**src/rtl/letc_pkg.sv**
```systemverilog
// shared constants and types for the exposure time calculator
// no dependencies; imported by every rtl module of the block
`timescale 1ns / 1ps

package letc_pkg;

  localparam int unsigned MulStages = 3;
  localparam int unsigned DivSteps  = 32;
  localparam int unsigned LuxStages = 5;
  localparam int unsigned PipeDepth = MulStages + DivSteps;

  localparam logic [15:0] ExpMax      = 16'hFFFF;
  localparam logic [5:0]  DigitBase   = 6'h30;
  localparam logic [11:0] ExpScale    = 12'd3000;
  // floor(x / 6) == (x * LuxRecip) >> LuxShift for every x below 2^19
  localparam logic [19:0] LuxRecip    = 20'd699051;
  localparam int unsigned LuxShift    = 22;

  localparam logic [15:0] CoefReset   = 16'd256;
  localparam logic [9:0]  ApertReset  = 10'd64;

  typedef enum logic [1:0] {
    StatusOk   = 2'd0,
    StatusSat  = 2'd1,
    StatusDark = 2'd2
  } status_e;

  typedef enum logic [7:0] {
    RegCoef  = 8'd0,
    RegApert = 8'd1,
    RegNd    = 8'd2,
    RegIso   = 8'd3
  } reg_idx_e;

  typedef struct packed {
    logic [15:0] lux;
    logic [5:0]  d10k;
    logic [5:0]  d1k;
    logic [5:0]  d100;
    logic [5:0]  d10;
    logic [5:0]  d1;
  } lux_res_t;

endpackage

```
**src/rtl/letc_div.sv**
```systemverilog
// pipelined restoring divider, one quotient bit per stage
// depends on letc_pkg
`timescale 1ns / 1ps

module letc_div (
  input  logic        clk_i,
  input  logic        en_i,
  input  logic [31:0] num_i,
  input  logic [15:0] den_i,
  output logic [31:0] quo_o,
  output logic [15:0] den_o
);
  import letc_pkg::*;

  logic [15:0] rem_q  [DivSteps];
  logic [31:0] work_q [DivSteps];
  logic [15:0] den_q  [DivSteps];

  for (genvar k = 0; k < DivSteps; k++) begin : g_step
    logic [15:0] rem_p, den_p;
    logic [31:0] work_p;
    logic [16:0] t, diff;
    logic        ge;

    if (k == 0) begin : g_first
      assign rem_p  = '0;
      assign work_p = num_i;
      assign den_p  = den_i;
    end else begin : g_rest
      assign rem_p  = rem_q[k-1];
      assign work_p = work_q[k-1];
      assign den_p  = den_q[k-1];
    end

    assign t    = {rem_p, work_p[31]};
    assign diff = t - {1'b0, den_p};
    assign ge   = (t >= {1'b0, den_p});

    always_ff @(posedge clk_i) begin
      if (en_i) begin
        rem_q[k]  <= ge ? diff[15:0] : t[15:0];
        work_q[k] <= {work_p[30:0], ge};
        den_q[k]  <= den_p;
      end
    end
  end

  assign quo_o = work_q[DivSteps-1];
  assign den_o = den_q[DivSteps-1];

endmodule

```
**config.mk**
```make
export PLATFORM = sky130hd
export DESIGN_NAME = letc_div
export DESIGN_NICKNAME = d
export VERILOG_FILES = /design/src/rtl/letc_pkg.sv /design/src/rtl/letc_div.sv
export SDC_FILE = /design/constraint.sdc
export NUM_CORES = 2
export LEC_CHECK = 0
export ABC_AREA = 1
export BUFFER_PORTS_ARGS = -buffer_cell sky130_fd_sc_hd__buf_2
export CORE_UTILIZATION = 44
export CTS_BUF_LIST = sky130_fd_sc_hd__clkbuf_4 sky130_fd_sc_hd__clkbuf_8
export CTS_CLUSTER_DIAMETER = 100
export DETAILED_ROUTE_END_ITERATION = 16
export GPL_TIMING_DRIVEN = 0
export MAX_ROUTING_LAYER = met4
export SYNTH_ARGS = -nofsm -noshare
export SYNTH_HDL_FRONTEND = slang
export SYNTH_SLANG_ARGS = --single-unit
```
**constraint.sdc**
```tcl
create_clock -name clk_i -period 3.4 [get_ports clk_i]
set_clock_uncertainty 0.1 [all_clocks]
set_input_delay 1.02 -clock clk_i [delete_from_list [all_inputs] [get_ports clk_i]]
set_output_delay 1.02 -clock clk_i [all_outputs]
set_load 0.05 [all_outputs]
```
# Yosys cells after proc, flatten, opt, wreduce, memory -nomap -nowiden
# Memories as Yosys holds them, arrays and structs flattened.
# Index checks and enable logic that the tools add are counted.
[totals]
reg_bits = 0
ramBits = 2048
inputBits = 50
output_inout_bits = 48
n_memories = 3
[memory_table]
columns = ["name", "words", "width", "read_ports", "rd_ports_with_merged_regs", "wr", "line_no", "text"]
rows = [
  ["work_q", 32, 32, 32, 0, 32, "letc_div.sv:16", "logic [31:0] work_q [DivSteps];"],
  ["den_q", 32, 16, 32, 0, 32, "letc_div.sv:17", "logic [15:0] den_q [DivSteps];"],
  ["rem_q", 32, 16, 31, 0, 32, "letc_div.sv:15", "logic [15:0] rem_q [DivSteps];"],
]
[classes]
add_sub_neg = 32
magnitude_cmp = 32
mux = 34
[op_table]
columns = ["op", "n"]
rows = [
  ["$ge 17x16->1", 31],
  ["$mux 16", 32],
  ["$sub 16x16->16", 31],
  ["$ge 1x16->1", 1],
  ["$sub 1x16->16", 1],
  ["$mux 1", 2],
]

# Logic depth before layout (Yosys ltp)
# An unclocked memory read counts as a cell.
[depth]
depth_word = 3
mapped_depth = 15
mapped_depth_nobuf = 13

# Worst setup path after synthesis
# No wires, ideal clock.
[synth_path]
kind = "in2reg"
startpoint = "input num_i[31]"
endpoint = "memory rem_q[0][15] (data pin)"
setup_time_ps = 266
arrival_ps = 2050
required_time_ps = 3034
slack_ps = 984
stages = 9
n_path_buf = 1
cell_sequence = "inv_1 > ha_1 > inv_1 > ha_1 > nand2_1 > a21oi_1 > nand2_1 > clkbuf_1 > nor2_1"
[synth_rtl]
columns = ["element", "line_no", "text"]
rows = [
  ["start: declaration", "letc_div.sv:8", "input logic [31:0] num_i,"],
  ["end: declaration", "letc_div.sv:15", ""],
]

==> out/qor.txt <==
Final wirelength - 237 mm
Worst-margin pin slew - 1.23 ns
Cell variety after synth - 45
Most frequent cells in the layout - nand2_1, edfxtp_1, inv_1
Most common flop cell mapped by yosys - edfxtp_1
H-Tree Depth - 5
DR vias/cell - 4.83
Pint - 0.0593 W
Power density over the cells - 851 nW/um^2
Overall Power - 0.0976 W
Post-DP HPWL - 177 mm
Nets - 11600
# port buffers - 97
Clock share of power - 22.8%
Status - complete, no violations
Switching Fraction - 39.2%
Max-Cap Viols - 0
Non-Filler Instances - 14300
Syn_area_per_cell - 9.78 um^2
Final count of hold timing violations - 0
Initial DRC count - 4518
Lkg Pwr - 54.1 nW
Post_cts resized - 0
Worst path cell trace - buf_12 > buf_16 > buf_16 > clkbuf_16
Num rows - 176
Initial Util - 44.5%
Placed insts - 13600
Arr. time, crit path - 3.90 ns
Cell Area, Synth - 103000 um^2
Global-route wire length before repair - 371 mm
Share of cells above drive strength 1 - 9.15%
CTS Buf Count - 361
Clk slew on worst S/H paths - 0.06 ns
IO Count - 98
Critical Path Max Stage Delay - 0.66 ns
CP required - 3.95 ns
Post-synth EDFFs - 2032
Fraction of registers with async set/reset - 0%
Post-Synthesis Cells - 10500
Worst path top cell family by delay - buffers and inverters
Worst vdd ir - 0.448 mV
Register area share after synthesis - 59.4%
DR pass1 iterations - 5
Antenna Nets Post-Route - 0
Placed Area - 107000 um^2
Commonest non-fill, non-tap cell in the layout - nand2_1
Die Ht - 485 um
Crit Path Max Fanout - 182
Area growth, synth to finish - 11.7%
Syn nets - 11100
CP Capture Type - flip-flop
Die area - 235000 um^2
WS Path Type - in2reg
Worst-case clock buffer depth - 4
Sw power - 0.0383 W
Gpl congestion - 0.903
Largest net degree at the start of global routing - 188
Synth Register Bits - 2032
Global-route usage over all layers - 20.7%
Cell taking the most area after synthesis - edfxtp_1
Tmin final - 3.35 ns
Fin area - 115000 um^2
Crit-path slowest cell - buf_16
Crit path launch type - primary input
# Post-CTS Setup Buffers - 0
Share of power burned in registers - 37.7%
DR DRC count - 0
WL/cell - 16.6 um
Clock latency on the worst-skew pair - 1.06 ns
Most frequent CP cell - buf_16
Final Setup Violations - 0
RSZ-0062 raised after global routing - false
Core area - 231000 um^2
Fmax - 299 MHz
Via count - 69000
Critical path buffers and inverters - 4
Relative slew slack - 18.1%
Top area cells in the synthesized netlist - edfxtp_1, nand2_1, inv_1
Share of the synthesized area in the top cell type - 59.4%
Vias in the first global route - 67500
Slew Limit Fails - 0
Clock Root Buffer - clkbuf_8
CTS sink cnt - 2032
Antenna violations before repair - 4
Gate power share - 39.5%
Overflow left after global routing - 0
Die width - 485 um
CTS tree - yes
Hold/Removal Path Class - in2reg
Final period util - 98.4%
Synth Warn # - 0
[layout make-up]
| cell class | instances | area, um^2 |
|---|---|---|
| Inverter | 1919 | 7200 |
| Clock inverter | 176 | 1360 |
| Tap cell | 3026 | 3790 |
| Timing Repair Buffer | 149 | 1250 |
| Sequential cell | 2032 | 61000 |
| Fill cell | 21200 | 116000 |
| Buffer | 111 | 887 |
| Antenna cell | 8 | 20.0 |
| Clock buffer | 442 | 5590 |
| Multi-Input combinational cell | 6438 | 33600 |
[worst paths after layout]
kind | start | to | slack, ns | cells past startpoint
worst min register to register | work_q[3][6]$_DFFE_PP_ | work_q[3][39]$_DFFE_PP_ | 0.26 | 0
worst max register to register | den_q[4][11]$_DFFE_PP_ | rem_q[2][25]$_DFFE_PP_ | 0.71 | 13
worst max-delay path | en_i | work_q[1][251]$_DFFE_PP_ | 0.05 | 4
worst min-delay path | den_i[14] | den_q[0][14]$_DFFE_PP_ | 0.11 | 1
[synth_stat cells, types with 28 or more instances]
| cell type | count |
|---|---|
| nand3_2 | 35 |
| nor3_1 | 81 |
| nor2_1 | 386 |
| edfxtp_1 | 2032 |
| a21oi_1 | 272 |
| nand3_1 | 796 |
| buf_2 | 34 |
| buf_4 | 35 |
| xor2_1 | 145 |
| nand2_4 | 39 |
| xnor2_1 | 42 |
| ha_1 | 498 |
| nor2_2 | 31 |
| fa_1 | 30 |
| nand3b_1 | 64 |
| inv_1 | 1894 |
| nand4_1 | 141 |
| buf_6 | 28 |
| nand2_1 | 3619 |
| nand2_2 | 75 |
[stage by stage]
stage / setup TNS (ns) / hold slack, ns / utilization, % / worst slack [ns]
2_1_floorplan: 0 / 0.300 / - / 0.984
3_5_place_dp: -503.43 / 0.305 / 46.5 / -1.04
5_1_grt: 0 / 0.00784 / 49.7 / 0.0973
6_report: 0 / 0.110 / 49.7 / 0.0534
3_3_place_gp: - / 0.300 / 46.3 / -30.82
4_1_cts: 0 / 0.00103 / 49.6 / 0.102
[power by group through the flow]
stage / Clock (W) / Sequential, W / Combinational [W]
detailed placement: 0 / 0.0373 / 0.0384
floorplan: 0 / 0.0358 / 0.0283
global route: 0.0241 / 0.0372 / 0.0441
CTS: 0.0231 / 0.0369 / 0.0387
global placement: 0 / 0.0389 / 0.0382
finish: 0.0222 / 0.0368 / 0.0386
[what timing repair did]
item | 4_1_cts | 5_1_grt
hold buffers | 39 | 0
endpoints found under the hold margin | 39 | 0
endpoints found under the setup margin | 0 | 187
[cell families (layout without fill, tap and decap cells)]
family	after synthesis	in the layout	share of synthesized area (%)
adder cells (fa/ha/maj)	528	528	6.65
other	0	8	0
flip-flops	2032	2032	59.4
XOR/XNOR	187	187	1.59
buffers and inverters	2030	2797	7.88
AND/OR/NAND/NOR	5378	5378	22.6
AO/OA/AOI/OAI	345	345	1.84
[registers in the layout (all words and copies together), names as in the netlist]
register,flops
rem_q,496
den_q,512
work_q,1024
[metal layers]
metal / vias to the layer above / part of all wire (%) / track usage (%) / wire (um)
met5: - / 0 / - / 0
met4: 0 / 3.4 / 7.51 / 8150
met3: 467 / 3.7 / 2.86 / 8880
met2: 1308 / 47 / 33.2 / 111000
met1: 32000 / 46 / 26.8 / 109000
li1: 35200 / - / - / -
Power figures use the tool's default switching activity.
