==> src/rtl/letc_pkg.sv <==
// shared constants and types for the exposure time calculator
// no dependencies; imported by every rtl module of the block
`timescale 1ns / 1ps

package letc_pkg;

  localparam int unsigned MulStages = 3;
  localparam int unsigned DivSteps  = 32;
  localparam int unsigned LuxStages = 5;
  localparam int unsigned PipeDepth = MulStages + DivSteps;

  localparam logic [15:0] ExpMax      = 16'hFFFF;
  localparam logic [5:0]  DigitBase   = 6'h30;
  localparam logic [11:0] ExpScale    = 12'd3000;
  // floor(x / 6) == (x * LuxRecip) >> LuxShift for every x below 2^19
  localparam logic [19:0] LuxRecip    = 20'd699051;
  localparam int unsigned LuxShift    = 22;

  localparam logic [15:0] CoefReset   = 16'd256;
  localparam logic [9:0]  ApertReset  = 10'd64;

  typedef enum logic [1:0] {
    StatusOk   = 2'd0,
    StatusSat  = 2'd1,
    StatusDark = 2'd2
  } status_e;

  typedef enum logic [7:0] {
    RegCoef  = 8'd0,
    RegApert = 8'd1,
    RegNd    = 8'd2,
    RegIso   = 8'd3
  } reg_idx_e;

  typedef struct packed {
    logic [15:0] lux;
    logic [5:0]  d10k;
    logic [5:0]  d1k;
    logic [5:0]  d100;
    logic [5:0]  d10;
    logic [5:0]  d1;
  } lux_res_t;

endpackage

==> src/rtl/letc_mul.sv <==
// three-stage product coef * fnum^2 * 3000, scaled down by 2^16
// depends on letc_pkg
`timescale 1ns / 1ps

module letc_mul (
  input  logic        clk_i,
  input  logic        en_i,
  input  logic [15:0] raw_i,
  input  logic [15:0] coef_i,
  input  logic [9:0]  fnum_i,
  output logic [15:0] raw_o,
  output logic [31:0] num_o
);
  import letc_pkg::*;

  logic [25:0] p1_q;
  logic [35:0] p2_q;
  logic [31:0] n_q;
  logic [15:0] raw1_q, raw2_q, raw3_q;
  logic [47:0] p3;

  assign p3 = 48'(p2_q) * 48'(ExpScale);

  always_ff @(posedge clk_i) begin
    if (en_i) begin
      p1_q   <= 26'(coef_i) * 26'(fnum_i);
      p2_q   <= 36'(p1_q) * 36'(fnum_i);
      n_q    <= p3[47:16];
      raw1_q <= raw_i;
      raw2_q <= raw1_q;
      raw3_q <= raw2_q;
    end
  end

  assign num_o = n_q;
  assign raw_o = raw3_q;

endmodule

==> config.mk <==
export PLATFORM = sky130hd
export DESIGN_NAME = letc_mul
export DESIGN_NICKNAME = d
export VERILOG_FILES = /design/src/rtl/letc_pkg.sv /design/src/rtl/letc_mul.sv
export SDC_FILE = /design/constraint.sdc
export NUM_CORES = 1
export LEC_CHECK = 0
export ABC_AREA = 1
export BUFFER_PORTS_ARGS = -buffer_cell sky130_fd_sc_hd__buf_2
export CORE_ASPECT_RATIO = 1.5
export CORE_MARGIN = 5
export CORE_UTILIZATION = 50
export CTS_CLUSTER_DIAMETER = 30
export DETAILED_ROUTE_END_ITERATION = 6
export GPL_ROUTABILITY_DRIVEN = 1
export PLACE_DENSITY = 0.66
export SLEW_MARGIN = 25
export SYNTH_ARGS = -nofsm -noshare
export SYNTH_HDL_FRONTEND = slang
export SYNTH_SLANG_ARGS = --single-unit
==> constraint.sdc <==
create_clock -name clk_i -period 14.5 [get_ports clk_i]
set_input_delay 0.725 -clock clk_i [delete_from_list [all_inputs] [get_ports clk_i]]
set_output_delay 0.725 -clock clk_i [all_outputs]
set_load 0.005 [all_outputs]
After elaboration in Yosys (flattened, before gate mapping)
Index checks and enable logic that the tools add are counted.
{ "totals": {"memories": 0, "in_bits": 44, "mem_bits_rw": 0, "romBits": 0, "register_bits": 142, "latchBits": 0, "elab_cells": 9} }
{ "op_classes": {"order_cmp": 0, "bitwise_logic": 0, "n_eq_ne": 0, "shift": 0, "mul": 3, "reduce_logical": 0, "muxes": 0, "add_sub_neg": 0, "div": 0} }
{ "op_table": {"columns": ["op", "count"], "rows": [
  ["multiplier 36 x 9 -> 45 bit, second input constant", 1],
  ["multiplier 26 x 10 -> 36 bit", 1],
  ["multiplier 16 x 10 -> 26 bit", 1]
]} }

Longest topological paths before layout
{ "depth": {"word_depth": 1, "ltp_mapped": 24} }

Least setup slack after synthesis
No wires, ideal clock.
{ "synth_timing": {"kind": "input port to flip-flop", "start": "input port fnum_i[1]", "end": "register p1_q[22], data pin", "required_ns": 14.241, "setup_time_ns": 0.259, "n_path_buf": 2, "slack_ns": 9.253, "arrival_time_ns": 4.988, "stages": 19, "path_cell_list": "clkbuf_1 clkbuf_1 nand2_1 fa_1 inv_1 fa_1 inv_1 fa_1 inv_1 fa_1 inv_1 fa_1 inv_1 ha_1 nand2_1 nor4_1 nand4_1 nand3_1 xor2_1"} }
{ "synth_via": {"elab_chain_cells": 1} }
{ "synth_lines": {"columns": ["item", "line_no", "source"], "rows": [
  ["from (decl)", "letc_mul.sv:10", "input logic [9:0] fnum_i,"],
  ["multiplier 16 x 10 -> 26 bit", "letc_mul.sv:26", "p1_q <= 26'(coef_i) * 26'(fnum_i);"],
  ["to (signal assigned)", "letc_mul.sv:26", null],
  ["to (decl)", "letc_mul.sv:16", "logic [25:0] p1_q;"]
]} }
Every way passes these cells.
A chain may end at the register's enable or synchronous reset.

Worst setup path in the final report
{ "layout_timing": {"start": "input port fnum_i[1]", "end": "register p2_q[30], data pin"} }
{ "layout_via": {"elab_chain_cells": 1} }
{ "layout_lines": {"columns": ["item", "line_no", "source"], "rows": [
  ["multiplier 26 x 10 -> 36 bit", "letc_mul.sv:27", "p2_q <= 36'(p1_q) * 36'(fnum_i);"],
  ["to (signal assigned)", "letc_mul.sv:27", null],
  ["to (decl)", "letc_mul.sv:17", "logic [35:0] p2_q;"]
]} }
Every way passes these cells.

==> metrics.md <==
| Metric | Value |
|---|---|
| Largest net degree at the start of global routing | `74` |
| Overall routing resource usage | `0.232` |
| Final Slew Violations | `0` |
| Post-Synth XOR/XNOR Area | `0.0204` |
| Vias per cell | `roughly 5.2` |
| Synth Net Count | `3831` |
| Root Driver | `clkbuf_16` |
| Worst Hold Path EP | `raw_o[8]` |
| TritonCTS clock tree | `built` |
| CP delay by family, top | `adder cells` |
| GRT Max-Usage Layer | `met2` |
| Clk sinks | `~140` |
| GR Util met3 | `0.0234` |
| Reg area | `about 0.0043 sq mm` |
| Run status | `finished clean` |
| Number of antenna violations at the first check in global routing | `0` |
| Synth Area in Simple Gates | `0.153` |
| Class of the worst hold path | `reg2reg` |
| Number of buffers created by CTS | `17` |
| Share of cells above drive strength 1 | `0.0530` |
| Met1 usage | `0.227` |
| Critical path's most frequent cell | `nand2_1` |
| Hold Slack | `0.420 ns` |
| Postcts setup bufs | `0` |
| CP cell instances | `buf_2, nand2_1, fa_1, inv_1, fa_1, fa_1, fa_1, inv_1, fa_1, inv_1, ha_1, nand2_1, inv_1, a21boi_0, nand2_1, a31oi_1, nand2_1, nand2_1, nand2_1` |
| GPL Wtd Cong | `0.962` |
| Peak Freq | `0.166 GHz` |
| Synth unique cells | `43` |
| Grt met2 use | `0.464` |
| Final hold violations | `0` |
| Critical path buffer and inverter count | `5` |
| Startpoint Class | `input port` |
| Post-synthesis mux area share | `0` |
| Worst endpoint required time | `14.72 ns` |
| IO buf count | `91` |
| Footprint of the multi-input gates | `0.0185 sq mm` |
| Worst skew pair latency | `approximately 0.46 ns` |
| Die width | `197 um` |
| CTS Buffer Depth | `2` |
| Clk_skew | `approximately 0.010 ns` |
| Post-route ant nets | `0` |
| Global-route wire length before repair | `106000 um` |
| Avg Cell Area, Syn | `8.54 sq um` |
| Setup crit end kind | `flop` |
| Worst setup path category | `in2reg` |
| Vias | `19621` |
| Die area | `0.0570 sq mm` |
| Layout fillers | `a little under 5000` |
| Final Setup Violations | `0` |
| RSZ-0062 raised after global routing | `false` |
| Post-CTS Resized | `0` |
| Slew headroom | `0.298` |
| Initial drt markers | `around 790` |
| Layout net count | `around 3900` |
| Hold path start | `raw2_q[8]` |
| Worst r2r dst | `p2_q[30]` |
| WL/cell | `17.0 um` |
| FF+latch count, synth | `142` |
| Synthesized instance count | `3062` |
| Diodes inserted | `0` |
| R2R Path Start | `p1_q[20]` |
| Cts hold-fix bufs | `0` |
| Clock slew at reported path FFs | `0.07 ns` |
| Min cycle time layout | `between 6 and 7 ns` |
| Largest family of logic cells by synthesized area | `adder cells` |
| Number of global-route vias before repair | `around 22000` |
| Core ar. | `0.0517 sq mm` |
| Synthesized area | `0.0261 sq mm` |
| Hold Path Depth | `0` |
| Num rows | `102` |
| Max-cap violation count | `0` |
| Global route overflow | `0` |
| DR pass1 iterations | `5` |
| Setup TNS | `0 ns` |
| HPWL Detailed | `53300 um` |
| R2R Setup Slk | `8.88 ns` |
| Adder-cell share of the synthesized area | `0.481` |
| Critical Path AT | `6.24 ns` |
| Worst-margin pin slew | `1.05 ns` |
| CP Max Fanout | `42` |
| Register-to-Register Path Depth | `18` |
| CTS H-tree depth | `4` |
| Compound-Gate Fraction of Synth Area | `0.0524` |
| Boundary Pins | `between 90 and 100` |
| CP max stage cell | `buf_2` |
| Final WL | `64000 um` |
| Starting density of the core | `0.506` |
| Residual DRC count | `0` |
| YS warnings | `0` |
| Slowest stage delay, CP | `0.71 ns` |
| Area Overhead vs Synth | `6.01%` |
| Register area share after synthesis | `0.163` |
| Die height | `290 um` |
| Tcrit/Tclk final | `0.415` |
[cells by family after synthesis]
group	Yosys count
xor+xnor	61
buf+inv	905
fa+ha+maj	725
simple gates	991
compound gates	238
flops	142
[through the flow]
stage / instances / instance area (sq um) / worst slack (ns) / utilization
floorplan: 3062 / 26100 / 9.25 / -
global placement: 3739 / 27100 / 8.11 / 0.525
detailed placement: 3739 / 27100 / 8.05 / 0.525
CTS: 3771 / 27700 / 8.56 / 0.536
global route: 3771 / 27700 / 8.34 / 0.536
finish: 3771 / 27700 / 8.49 / 0.536
[registers in the layout, summed over array words and instances, names as in the netlist]
signal	count
p2_q	36
num_o	32
p1_q	26
raw1_q	16
raw2_q	16
raw_o	16
[worst max path at each step]
stage,cells after the start,endpoint,startpoint
finish,19,p2_q[30],fnum_i[1]
global route,19,p2_q[30],fnum_i[1]
CTS,19,p2_q[30],fnum_i[1]
detailed placement,19,p2_q[30],fnum_i[1]
global placement,19,p2_q[30],fnum_i[1]
floorplan,19,p1_q[22],fnum_i[1]
[layout by cell type, fill, tap and decap left out, types with 8 or more instances in the layout]
master     netlist  final
a21oi_1        119    119
xor2_1          45     45
nor3_1          18     18
nor2_2           8      8
xnor2_1         16     16
a21o_1          18     18
o21ai_1          8      8
nand4_1         15     15
ha_1           258    258
inv_1          808    808
nand2_1        739    739
o21ai_0         49     49
clkbuf_16        0     17
nor2_1         121    121
edfxtp_1       142    142
fa_1           467    467
buf_2            0     90
o21bai_1        14     14
nand3_1         64     64
[cell type report]
cell class / instances / share of cell area
Sequential cell: 142 / 0.154
Timing Repair Buffer: 93 / 0.0172
Multi-Input combinational cell: 2015 / 0.667
Clock inverter: 15 / 0.00605
Inverter: 813 / 0.110
Tap cell: 676 / 0.0305
Clock buffer: 17 / 0.0154
[per-layer routing]
metal  up-vias  wire length [um]  share of wire
met5         -                 0              0
met2       534             36800           0.58
li1       9168                 -              -
met4         0              3630          0.057
met3       212              2120          0.033
met1      9707             21400           0.33
[Yosys cell counts (all sizes together)]
cell      n  share of area
o211ai    5         0.0016
and3      1        0.00024
xor2     45          0.015
nand2   745           0.11
a21oi   122          0.024
and2      1        0.00024
o211a     1        0.00038
edfxtp  142           0.16
or2       1        0.00024
nand4    15         0.0036
clkbuf   61         0.0088
xnor2    16         0.0054
nand3b    3        0.00086
a21o     19         0.0055
o21a      5         0.0014
nor3     21         0.0046
ha      258           0.12
buf      31         0.0045
a31oi     6         0.0014
a211oi    1        0.00029
o21ai    59          0.012
o21bai   15         0.0047
inv     813           0.12
o311ai    1        0.00034
fa      467           0.36
nand3    69          0.014
a21boi    4         0.0013
nor4      4         0.0012
nor2    131          0.020
Power is left out: the tool's default activity adds up to more than one toggle a clock period on the data nets, which glitch-free logic cannot reach.
