--- src/rtl/letc_pkg.sv ---
// shared constants and types for the exposure time calculator
// no dependencies; imported by every rtl module of the block
`timescale 1ns / 1ps

package letc_pkg;

  localparam int unsigned MulStages = 3;
  localparam int unsigned DivSteps  = 32;
  localparam int unsigned LuxStages = 5;
  localparam int unsigned PipeDepth = MulStages + DivSteps;

  localparam logic [15:0] ExpMax      = 16'hFFFF;
  localparam logic [5:0]  DigitBase   = 6'h30;
  localparam logic [11:0] ExpScale    = 12'd3000;
  // floor(x / 6) == (x * LuxRecip) >> LuxShift for every x below 2^19
  localparam logic [19:0] LuxRecip    = 20'd699051;
  localparam int unsigned LuxShift    = 22;

  localparam logic [15:0] CoefReset   = 16'd256;
  localparam logic [9:0]  ApertReset  = 10'd64;

  typedef enum logic [1:0] {
    StatusOk   = 2'd0,
    StatusSat  = 2'd1,
    StatusDark = 2'd2
  } status_e;

  typedef enum logic [7:0] {
    RegCoef  = 8'd0,
    RegApert = 8'd1,
    RegNd    = 8'd2,
    RegIso   = 8'd3
  } reg_idx_e;

  typedef struct packed {
    logic [15:0] lux;
    logic [5:0]  d10k;
    logic [5:0]  d1k;
    logic [5:0]  d100;
    logic [5:0]  d10;
    logic [5:0]  d1;
  } lux_res_t;

endpackage

--- src/rtl/letc_lux.sv ---
// lux = raw*5/6 and its ascii digits, delayed to match the exposure path
// depends on letc_pkg
`timescale 1ns / 1ps

module letc_lux (
  input  logic               clk_i,
  input  logic               en_i,
  input  logic [15:0]        raw_i,
  output letc_pkg::lux_res_t res_o
);
  import letc_pkg::*;

  localparam int unsigned DelayLen = PipeDepth - LuxStages;
  localparam logic [15:0] Place [4] = '{16'd10000, 16'd1000, 16'd100, 16'd10};

  logic [18:0]  x5;
  logic [38:0]  prod;
  logic [15:0]  rem_q [5];
  logic [5:0]   dig_q [4][4];
  lux_res_t     line_q [DelayLen];
  logic [15:0]  lux_q [5];

  assign x5   = 19'(raw_i) * 19'd5;
  assign prod = 39'(x5) * 39'(LuxRecip);

  always_ff @(posedge clk_i) begin
    if (en_i) begin
      rem_q[0] <= prod[LuxShift +: 16];
      lux_q[0] <= prod[LuxShift +: 16];
    end
  end

  // one decimal digit per stage; earlier digits ride along
  for (genvar s = 0; s < 4; s++) begin : g_dig
    logic [3:0]  q;
    logic [15:0] r;
    always_comb begin
      q = '0;
      for (int k = 1; k < 10; k++) begin
        // compare at 20 bits, nine times ten thousand does not fit in 16
        if (20'(rem_q[s]) >= 20'(k) * 20'(Place[s])) q = 4'(k);
      end
      r = rem_q[s] - 16'(q) * Place[s];
    end
    always_ff @(posedge clk_i) begin
      if (en_i) begin
        rem_q[s+1] <= r;
        lux_q[s+1] <= lux_q[s];
        for (int j = 0; j < 4; j++) begin
          if (j == s) dig_q[s][j] <= DigitBase + 6'(q);
          else if (j < s) dig_q[s][j] <= dig_q[(s == 0) ? 0 : s-1][j];
        end
      end
    end
  end

  for (genvar i = 0; i < DelayLen; i++) begin : g_line
    always_ff @(posedge clk_i) begin
      if (en_i) begin
        if (i == 0) begin
          line_q[i] <= '{lux: lux_q[4], d10k: dig_q[3][0], d1k: dig_q[3][1],
                         d100: dig_q[3][2], d10: dig_q[3][3],
                         d1: DigitBase + rem_q[4][5:0]};
        end else begin
          line_q[i] <= line_q[(i == 0) ? 0 : i-1];
        end
      end
    end
  end

  assign res_o = line_q[DelayLen-1];

endmodule

--- config.mk ---
export PLATFORM = sky130hd
export DESIGN_NAME = letc_lux
export DESIGN_NICKNAME = d
export VERILOG_FILES = /design/src/rtl/letc_pkg.sv /design/src/rtl/letc_lux.sv
export SDC_FILE = /design/constraint.sdc
export NUM_CORES = 1
export LEC_CHECK = 0
export ABC_AREA = 1
export BUFFER_PORTS_ARGS = -buffer_cell sky130_fd_sc_hd__buf_2
export CAP_MARGIN = 20
export CORE_AREA = 10 10 413 315
export CTS_BUF_LIST = sky130_fd_sc_hd__clkbuf_4 sky130_fd_sc_hd__clkbuf_8
export DETAILED_ROUTE_END_ITERATION = 10
export DIE_AREA = 0 0 423 325
export GPL_ROUTABILITY_DRIVEN = 0
export SYNTH_ARGS = -nofsm -noshare
export SYNTH_HDL_FRONTEND = slang
export SYNTH_SLANG_ARGS = --single-unit
--- constraint.sdc ---
create_clock -name clk_i -period 8.9 [get_ports clk_i]
set_clock_uncertainty 0.2 [all_clocks]
set_input_delay 1.335 -clock clk_i [delete_from_list [all_inputs] [get_ports clk_i]]
set_output_delay 1.335 -clock clk_i [all_outputs]
set_load 0.1 [all_outputs]
# After elaboration in Yosys (flattened, before gate mapping)
# Memories as Yosys holds them, arrays and structs flattened.
# Index checks and enable logic that the tools add are counted.
classes:
  bitwise_logic: 0
  div: 0
  n_eq_ne: 0
  shift: 0
  add_sub_neg: 9
  n_reduce_logical: 0
  muxes: 35
  multipliers: 6
  order_cmp: 33
op_table:
  columns: ["cell", "count"]
  rows:
  - ["4-bit two-way mux", 29]
  - ["16-bit by 10-bit greater-or-equal comparator with 1-bit output, second input constant", 5]
  - ["16-bit by 13-bit greater-or-equal comparator with 1-bit output, second input constant", 4]
  - ["16-bit by 7-bit greater-or-equal comparator with 1-bit output, second input constant", 4]
  - ["16-bit greater-or-equal comparator, second input constant", 3]
  - ["16-bit by 6-bit greater-or-equal comparator with 1-bit output, second input constant", 3]
  - ["16-bit by 9-bit greater-or-equal comparator with 1-bit output, second input constant", 3]
  - ["19-bit by 20-bit multiplier with 38-bit output, second input constant", 1]
  - ["16-bit by 12-bit greater-or-equal comparator with 1-bit output, second input constant", 2]
  - ["16-bit by 14-bit greater-or-equal comparator with 1-bit output, second input constant", 2]
  - ["16-bit by 15-bit greater-or-equal comparator with 1-bit output, second input constant", 2]
  - ["16-bit by 5-bit greater-or-equal comparator with 1-bit output, second input constant", 2]
  - ["5-bit by 5-bit adder with 6-bit output, first input constant", 4]
  - ["16-bit by 3-bit multiplier with 19-bit output, second input constant", 1]
  - ["16-bit by 11-bit greater-or-equal comparator with 1-bit output, second input constant", 1]
  - ["16-bit by 4-bit greater-or-equal comparator with 1-bit output, second input constant", 1]
  - ["16-bit by 8-bit greater-or-equal comparator with 1-bit output, second input constant", 1]
  - ["16-bit by 11-bit subtractor with 16-bit output", 1]
  - ["16-bit by 14-bit subtractor with 16-bit output", 1]
  - ["16-bit subtractor", 1]
  - ["16-bit by 8-bit subtractor with 16-bit output", 1]
  - ["4-bit by 10-bit multiplier with 12-bit output, second input constant", 1]
  - ["4-bit by 7-bit multiplier with 11-bit output, second input constant", 1]
  - ["4-bit by 5-bit multiplier with 9-bit output, second input constant", 1]
  - ["other kinds (3)", 8]
word_totals:
  register_bits: 0
  rom_bits: 0
  latch_bits: 0
  word_cells: 87
  ramBits: 1636
  mem_count: 4
memory_table:
  columns: ["memory", "depth", "word_bits", "rd", "rd_clocked_by_memory_dff", "wr", "line", "text"]
  rows:
  - ["line_q", 30, 46, 30, 0, 30, "letc_lux.sv:20", "lux_res_t line_q [DelayLen];"]
  - ["dig_q", 4, 24, 4, 0, 4, "letc_lux.sv:19", "logic [5:0] dig_q [4][4];"]
  - ["lux_q", 5, 16, 5, 0, 5, "letc_lux.sv:21", "logic [15:0] lux_q [5];"]
  - ["rem_q", 5, 16, 5, 0, 5, "letc_lux.sv:18", "logic [15:0] rem_q [5];"]

# Depth between registers and ports, before layout
# An unclocked memory read counts as a cell.
logic_depth:
  ltp_word: 13
  ltp_mapped: 38
  depth_no_buf: 38

# Least setup slack after synthesis
# OpenSTA, ideal clock, no wires.
synth_path:
  kind: "in2reg"
  startpoint: "input raw_i[1]"
  endpoint: "memory lux_q[0][13] (data pin)"
  n_path_buf: 0
  slack_ns: 1.272
  path_stages: 30
  t_arrival_ns: 7.176
  path_cell_list: "ha_1 -> ha_1 -> fa_1 -> nand3_1 -> nand3_1 -> nand3_1 -> nand3_2 -> nand3_1 -> nand2_1 -> xnor2_1 -> inv_1 -> ha_1 -> xor2_1 -> inv_1 -> fa_1 -> fa_1 -> inv_1 -> fa_1 -> inv_1 -> fa_1 -> inv_1 -> ha_1 -> a21oi_1 -> inv_1 -> a31oi_2 -> o21ai_1 -> a21oi_1 -> nand2_1 -> nand2_1 -> nand2_1"
synth_rtl:
  columns: ["element", "line", "text"]
  rows:
  - ["from (decl)", "letc_lux.sv:8", "input logic [15:0] raw_i,"]
  - ["to (decl)", "letc_lux.sv:21", null]

==> summary.txt <==
Logic synthesis
  – Synth Flop Type: edfxtp_1
  – Sequential area share after synthesis: between 70% and 80%
  – YS warnings: 0
  – Post-Syn Area: a little under 50000 um^2
  – Flops & latches, synth: about 1200
  – Largest cells by area after synthesis: edfxtp_1 77%, ha_1 5.8%, fa_1 4.7%
  – Syn Inst Count: 2867
  – EDFF count, synth: 1240
  – Largest area contributor in the netlist: edfxtp_1
  – Synth cell types: 41
  – Synth top area share: a little under 80%
  – Async SR Flop Fraction: 0%
  – Mapped Avg Cell Area: ~17 um^2

Worst setup path
  – R2R depth: 26
  – CP max stage cell: fa_1
  – Critical Path Source Type: input pin
  – Critical path capture point type: register
  – CP max stage delay: 0.56 ns
  – Critical path class: input pin to register
  – Register-to-register setup slack: approximately 2.8 ns
  – Worst Path Arrival: 8.05 ns
  – Worst R2R End: rem_q[0][47]
  – Worst r2r src: rem_q[0][24]
  – Worst path required time: approximately 9.3 ns
  – Critical path peak fanout: 5

Status
  – Status: finished clean

Floorplanning
  – Die width: around 420 um
  – Core area: about 120000 um^2
  – Initial Util: between 30% and 40%
  – Die Height: 325 um
  – Die Area: ~140000 um^2
  – IO Pins: 64
  – Row Count: around 110

Layout
  – # fillers: roughly 11000
  – Most frequent cells in the layout: 1240 x edfxtp_1, 384 x inv_1, 319 x nand2_1
  – Share of cells above drive strength 1: around an eighth
  – Multi-input logic area: approximately 9300 um^2
  – Commonest non-fill, non-tap cell in the layout: edfxtp_1
  – Antenna fix cells: 0
  – Seq. cell area: 37200 um^2
  – Fin nets: approximately 3400
  – Post-layout util: 44.3%
  – Area grow syn2layout: 11.2%

CTS
  – Cts repair resizes: 0
  – Post-CTS Setup Bufs: 0
  – CTS max path bufs: 3
  – Clock Root Buffer: clkbuf_8
  – TritonCTS clock tree: built
  – Htree depth: 4
  – Hold_buf cts: 0
  – Num CTS Buffers: 170
  – Clock transition at path regs: 0.06 ns
  – Worst-Skew Late Latency: around 0.81 ns
  – Clk sinks: ~1200

Place
  – Post-DP HPWL: around 40000 um
  – Port bufs: 54

Timing
  – Tmin final: 7.69 ns
  – Max-slew violation count: 0
  – Slew headroom: a little under a third
  – Final Hold Fails: 0
  – F_max: 130 MHz
  – Tcrit/Tclk final: 86.4%
  – Setup TNS: 0 ns
  – Unrepaired setup endpoints after global routing: false
  – Final setup viols: 0
  – Worst Tran Pin Value: ~1.0 ns

Drt
  – Routed len/inst: 13.1 um
  – Via count: roughly 21000
  – Final wirelength: around 63000 um
  – Post-route DRC: 0
  – Routed Antenna Nets: 0
  – Via density per instance: around 4.4
  – Initial DRC count: about 1700
  – DRT Pass-1 Iters: 5

Global route
  – Initial antenna violation count: 0
  – First-pass GRT wire length: approximately 110000 um
  – Vias in the first global route: about 21000
  – Global route overflow: 0
  – Largest net degree at the start of global routing: around 200
  – Total track usage: slightly above 9%

Job
  – Max Cap Viol: 0

Hold path
  – WHS Path Cells: 0
  – Hold_sp: line_q[4][41]
  – Hold endpoint: line_q[4][87]
  – Type of the tightest min-delay check: register to register
layout make-up:
cell class | instances | area share [%]
Sequential cell | 1240 | 69.2
Inverter | 391 | 2.73
Clock buffer | 237 | 5.32
Timing Repair Buffer | 71 | 0.851
Clock inverter | 57 | 0.709
Tap cell | 1638 | 3.81
Multi-Input combinational cell | 1197 | 17.4
flip-flops by register name (all words and copies together), names as in the netlist:
signal	count
line_q	1080
lux_q	80
rem_q	44
dig_q	36
per-stage QoR:
stage          setup WS (ns)  std cells  hold WS (ns)  instance area (um^2)
2_1_floorplan           1.27       2874         0.200                 48400
3_3_place_gp           0.527       4537         0.200                 50600
3_5_place_dp           0.501       4537         0.205                 50600
4_1_cts                 1.37       4831         0.182                 53800
5_1_grt                0.846       4831         0.185                 53800
6_report                1.21       4831         0.189                 53800
Yosys cell counts (2+ instances only):
cell,instances
nand3b_1,5
a21oi_2,6
a211oi_1,3
ha_1,226
o21ai_0,47
inv_2,7
xnor2_1,24
o31ai_1,4
fa_1,113
nand4_1,17
a21oi_1,90
nand2_2,14
nor3_2,2
o21ai_1,7
a31oi_1,8
conb_1,2
and3_1,2
inv_1,384
o21bai_1,11
nor3_1,18
a21o_1,8
nor2_2,6
xor2_1,43
nand2_1,319
nor2_1,117
nand3_2,2
nand3_1,74
edfxtp_1,1240
o21a_1,3
a21boi_0,5
nor4_1,5
buf_4,46
how the worst max path moves through the flow:
stage | from | depth (start not counted) | end | slack [ns]
after floorplan | raw_i[1] | 30 | lux_q[0][13] | 1.27
after global placement | raw_i[1] | 31 | lux_q[0][13] | 0.53
after detailed placement | raw_i[1] | 31 | lux_q[0][9] | 0.50
after CTS | raw_i[1] | 31 | lux_q[0][5] | 1.37
after global routing | raw_i[1] | 32 | lux_q[0][10] | 0.85
final | raw_i[1] | 28 | lux_q[0][9] | 1.21
routing by layer:
metal | track usage, % | wire, um
met1 | 13.3 | 31500
met2 | 12.8 | 26500
met3 | 2.93 | 4090
met4 | 3.50 | 1390
met5 | 0 | 0
cell families (layout without fill, tap and decap cells):
kind of cell	count (synthesis)	in the layout	synth area share, %
other	2	9	0.0155
buffers and inverters	437	756	3.75
flip-flops	1240	1240	77.0
AND/OR/NAND/NOR	584	584	5.14
adder cells (fa/ha/maj)	339	339	10.5
XOR/XNOR	68	68	1.25
AO/OA/AOI/OAI	197	197	2.34
critical path: cells and delay by family:
kind	cells	cell delay, ns
fa+ha+maj	9	3.95
compound gates	4	1.07
simple gates	8	0.84
buf+inv	5	0.50
xor+xnor	2	0.35
Power is left out: the tool's default activity adds up to more than one toggle a clock period on the data nets, which glitch-free logic cannot reach.
